$ cat src/rtl/core/lga_pkg.sv
package lga_pkg;

	localparam int MAX_FEATURES = 16;
	// Count width holds the feature count register, an input index and MAX_FEATURES itself.
	localparam int CNT_W = ($clog2(MAX_FEATURES + 1) > 5) ? $clog2(MAX_FEATURES + 1) : 5;

	localparam logic [2:0] MODE_LOAD   = 3'd0;
	localparam logic [2:0] MODE_SAMPLE = 3'd1;
	localparam logic [2:0] MODE_LABEL  = 3'd2;
	localparam logic [2:0] MODE_READ   = 3'd3;
	localparam logic [2:0] MODE_CLEAR  = 3'd4;

	localparam logic REG_FEATURE_COUNT = 1'b0;
	localparam logic REG_FRAC_SHIFT    = 1'b1;

	localparam logic [4:0] FEATURE_COUNT_RST = 5'd16;
	localparam logic [4:0] FRAC_SHIFT_RST    = 5'd8;

	typedef struct packed {
		logic [2:0]         mode;
		logic [3:0]         feature_index;
		logic signed [15:0] weight_value;
		logic signed [7:0]  sample_value;
	} in_item_t;

	typedef struct packed {
		logic signed [31:0] gradient_value;
		logic [3:0]         gradient_index;
	} out_item_t;

	typedef struct packed {
		logic               load_we;
		logic               sample_we;
		logic               clear;
		logic [CNT_W-1:0]   index;
		logic signed [15:0] weight;
		logic signed [7:0]  sample;
		logic [CNT_W-1:0]   count;
		logic [4:0]         shift;
	} cell_cmd_t;

	typedef struct packed {
		logic               busy;
		logic signed [15:0] weight;
		logic signed [31:0] grad;
	} cell_stat_t;

endpackage

$ cat src/rtl/core/lga_cell.sv
module lga_cell (
	input  logic                        clk,
	input  logic                        arst_n,
	input  lga_pkg::cell_cmd_t          cmd,
	input  logic [lga_pkg::CNT_W-1:0]   cell_id,
	input  logic                        tok_in,
	input  logic signed [31:0]          err_in,
	output logic                        tok_out,
	output logic signed [31:0]          err_out,
	output lga_pkg::cell_stat_t         stat
);

	logic signed [15:0] weight_q;
	logic signed [7:0]  sample_q;
	logic signed [31:0] grad_q;
	logic               tok_q;
	logic signed [31:0] err_q;
	logic               upd_s1;
	logic signed [31:0] prod_s1;
	logic signed [39:0] prod_full;
	logic               hit;
	logic               active;

	assign hit       = (cmd.index == cell_id);
	assign active    = (cell_id < cmd.count);
	assign prod_full = sample_q * err_in;

	always_ff @(posedge clk or negedge arst_n) begin
		if (!arst_n) begin
			tok_q  <= 1'b0;
			upd_s1 <= 1'b0;
			grad_q <= '0;
		end else begin
			tok_q  <= tok_in;
			upd_s1 <= tok_in && active;
			if (cmd.clear) begin
				grad_q <= '0;
			end else if (upd_s1) begin
				grad_q <= grad_q - (prod_s1 >>> cmd.shift);
			end
		end
	end

	always_ff @(posedge clk) begin
		if (cmd.load_we && hit) begin
			weight_q <= cmd.weight;
		end
		if (cmd.sample_we && hit) begin
			sample_q <= cmd.sample;
		end
		if (tok_in) begin
			err_q   <= err_in;
			prod_s1 <= prod_full[31:0];
		end
	end

	assign tok_out     = tok_q;
	assign err_out     = err_q;
	assign stat.busy   = tok_q || upd_s1;
	assign stat.weight = weight_q;
	assign stat.grad   = grad_q;

endmodule

$ cat config.mk
export PLATFORM = sky130hd
export DESIGN_NAME = lga_cell
export DESIGN_NICKNAME = d
export VERILOG_FILES = /design/src/rtl/core/lga_pkg.sv /design/src/rtl/core/lga_cell.sv
export SDC_FILE = /design/constraint.sdc
export NUM_CORES = 1
export LEC_CHECK = 0
export BUFFER_PORTS_ARGS = -buffer_cell sky130_fd_sc_hd__buf_2
export CORE_UTILIZATION = 29
export CTS_CLUSTER_SIZE = 14
export DETAILED_ROUTE_END_ITERATION = 16
export PLACE_DENSITY_LB_ADDON = 0.15
export SYNTH_ARGS = -nofsm -noshare
export SYNTH_HDL_FRONTEND = slang
export SYNTH_SLANG_ARGS = --single-unit
$ cat constraint.sdc
create_clock -name clk -period 5.13 [get_ports clk]
set_clock_uncertainty 0.1 [all_clocks]
set_input_delay 0.513 -clock clk [delete_from_list [all_inputs] [get_ports clk]]
set_output_delay 0.513 -clock clk [all_outputs]
set_load 0.05 [all_outputs]
==> results.yml <==
cells_and_area:
  nNetsFinal: 2115
  nFillCells: 4996
  drive_gt1_frac: 0.227
  syn2layout_area_growth_pct: 24.1
  fin_util: 0.365
floorplanning:
  io_pins: 164
  die_y_um: 225
  start_util: 0.294
  die-area_um2: 50500
  core_um2: 49000
  die_x_um: 225
  fp-row-count: 81
logic_synthesis:
  yosys-top-cells-count: "238 x inv_1, 170 x and2_1, 158 x fa_1"
  ys_seq_area_frac: 0.243
  syn_area_um2: 14400
  synth_edf_count: 88
  synth_area_leaders: "fa_1 22%, edfxtp_1 18%, ha_1 8.8%"
  ys.flop_type: "edfxtp_1"
  synth_top_area_share: 0.220
  synth-seq-cells: 122
  netlist_instances: 1509
  synth_nets: 1850
  yosysUniqueCellTypes: 65
  yosysWarnings: 0
  synth.largest_area_cell: "fa_1"
  async_flop_share: 0.279
  yosys.cell_count.top_type: "inv_1"
  syn_area_per_cell_um2: 9.54
status:
  outcome: "finished, final reports clean"
global_routing:
  antenna_found_initial: 1
  grt_overflow: 0
  grt_pass1_wl_um: 62400
  grt_max_degree: 67
  grt_pass1_vias: 11500
  grt_util_all_layers: 0.160
worst_setup_path:
  required_ps: 5230
  arrival_ps: 5180
  path_class: "register to register"
  endpoint_kind: "register"
  cp_max_fo: 11
  r2r_slack_ps: 50
  r2r_start: "sample_q[0]$_DFFE_PP_"
  crit_start: "sample_q[0]$_DFFE_PP_"
  startpoint_type: "register"
sta:
  max_slew_margin: 0.381
  finalMaxSlewViolations: 0
  clock.fmax_ghz: 0.197
  fin_crit_ps: 5080
  rsz0062_at_grt: "true"
  setup_violations: 0
  worst_pin_slew_ps: 929
  hold_viol: 0
  fin_setup_tns_ps: 0
  fin_crit_sh: 0.991
placement:
  portBuffers: 163
  gp_congestion: 0.870
  hpwl_um: 31600
clock_tree:
  cts_buffer_depth: 2
  cts-root-buf: "clkbuf_16"
  htreeDepth: 4
  postCtsHoldBufs: 0
  clock_latency_ps: 470
  cts.reportedPaths.clkPinSlew_ps: 60
  tritoncts: "yes"
  numCtsBuffers: 17
  clock-sinks: 122
routing:
  dr_total_vias: 11200
  wl_per_cell_um: 15.9
  drt-total-wl_um: 38900
  viasPerCell: 4.58
  drc_errors: 0
  drt-initial-drc-count: 464
  firstDrtPassIters: 5
  ant_nets: 0
min_path:
  hp-class: "primary input to asynchronous set/reset pin"
pwr:
  power.density_nw_per_um2: 442
  power_leakage_nw: 8.38
  vdd_ir_drop_max_mv: 0.211
flow_run:
  drv_cap: 0
## sequential cells by signal, summed over array words and instances, names as in the netlist
signal,count
err_out,32
grad_q,32
prod_s1,32
weight_q,16
sample_q,8
tok_out,1
upd_s1,1
## worst max-delay path: stages, from the launching register on
cell	delay [ps]
edfxtp_1	440
buf_12	180
buf_8	130
and2_1	140
ha_1	280
inv_1	60
fa_1	520
inv_1	60
fa_1	520
inv_1	50
fa_1	470
inv_1	40
ha_1	320
buf_4	160
a21oi_1	130
o21a_1	120
nor2_1	60
o41ai_2	320
buf_4	180
a21oi_4	60
a211oi_2	230
a21oi_1	120
xnor2_1	130
## cells by family after synthesis
kind of cell	count (synthesis)	synth area share
simple gates	449	0.160
buf+inv	297	0.0777
fa+ha+maj	259	0.307
compound gates	251	0.115
flops	122	0.243
mux	66	0.0577
xor+xnor	65	0.0395
## power by group
part | leakage, nW | switching, W | internal, W
Sequential | 1.30 | 0.000164 | 0.00140
Clock | 0.287 | 0.000524 | 0.000770
Combinational | 6.79 | 0.00276 | 0.00227
## worst paths after layout
check | endpoint | cells after the start
max | prod_s1[31]$_DFFE_PP_ | 22
min | grad_q[29]$_DFFE_PN0P_ | 1
max reg2reg | prod_s1[31]$_DFFE_PP_ | 22
min reg2reg | grad_q[15]$_DFFE_PN0P_ | 1
max in group asynchronous | grad_q[5]$_DFFE_PN0P_ | 1
min in group clk | sample_q[1]$_DFFE_PP_ | 1
## metrics by stage
step / setup WS, ps / area, µm² / total power (W) / hold WS, ps / cells
2_1_floorplan: 3.59 / 14400 / 0.00487 / 117 / 1509
3_3_place_gp: -292 / 17000 / 0.00639 / 435 / 2416
3_5_place_dp: -309 / 17000 / 0.00643 / 432 / 2416
4_1_cts: 9.15 / 17700 / 0.00788 / 48.1 / 2449
5_1_grt: -197 / 17900 / 0.00860 / 80.7 / 2452
6_report: 47.6 / 17900 / 0.00789 / 51.0 / 2452
## cell type report
type / count / area [µm²] / share of cell area
clock buffers: 17 / 425 / 0.0238
multi-input cells: 1090 / 10000 / 0.561
flip-flops and latches: 122 / 3490 / 0.196
inverters: 240 / 901 / 0.0504
well taps: 664 / 831 / 0.0465
repair buffers: 303 / 2010 / 0.112
diodes: 1 / 2.50 / 0.000140
clock inverters: 15 / 190 / 0.0106
## routing by layer
metal	up-vias	part of all wire	global-route usage
met1	5533	0.45	0.202
met4	0	0.015	0.0476
met3	37	0.034	0.0310
met2	186	0.50	0.277
met5	-	0	0
li1	5484	-	-
## layout by cell type (no fill, tap or decap), drive strengths merged, types with 24 or more instances in the layout
| cell | synthesis | layout |
|---|---|---|
| buf | 8 | 303 |
| inv | 239 | 243 |
| and2 | 170 | 170 |
| fa | 158 | 158 |
| nand2 | 111 | 111 |
| ha | 101 | 101 |
| nor2 | 89 | 89 |
| edfxtp | 88 | 88 |
| a21oi | 67 | 67 |
| o21ai | 53 | 53 |
| xnor2 | 50 | 50 |
| mux2i | 47 | 47 |
| dfrtp | 34 | 34 |
| o21a | 24 | 24 |
| a211oi | 24 | 24 |
## what timing repair did
action                                 in CTS  in global routing
endpoints found under the hold margin       0                  0
gates resized for setup                    19                 22
setup endpoints to repair                   6                  8
setup buffers                               1                  2
pin swaps                                   6                  3
(Power assumes the default switching activity.)
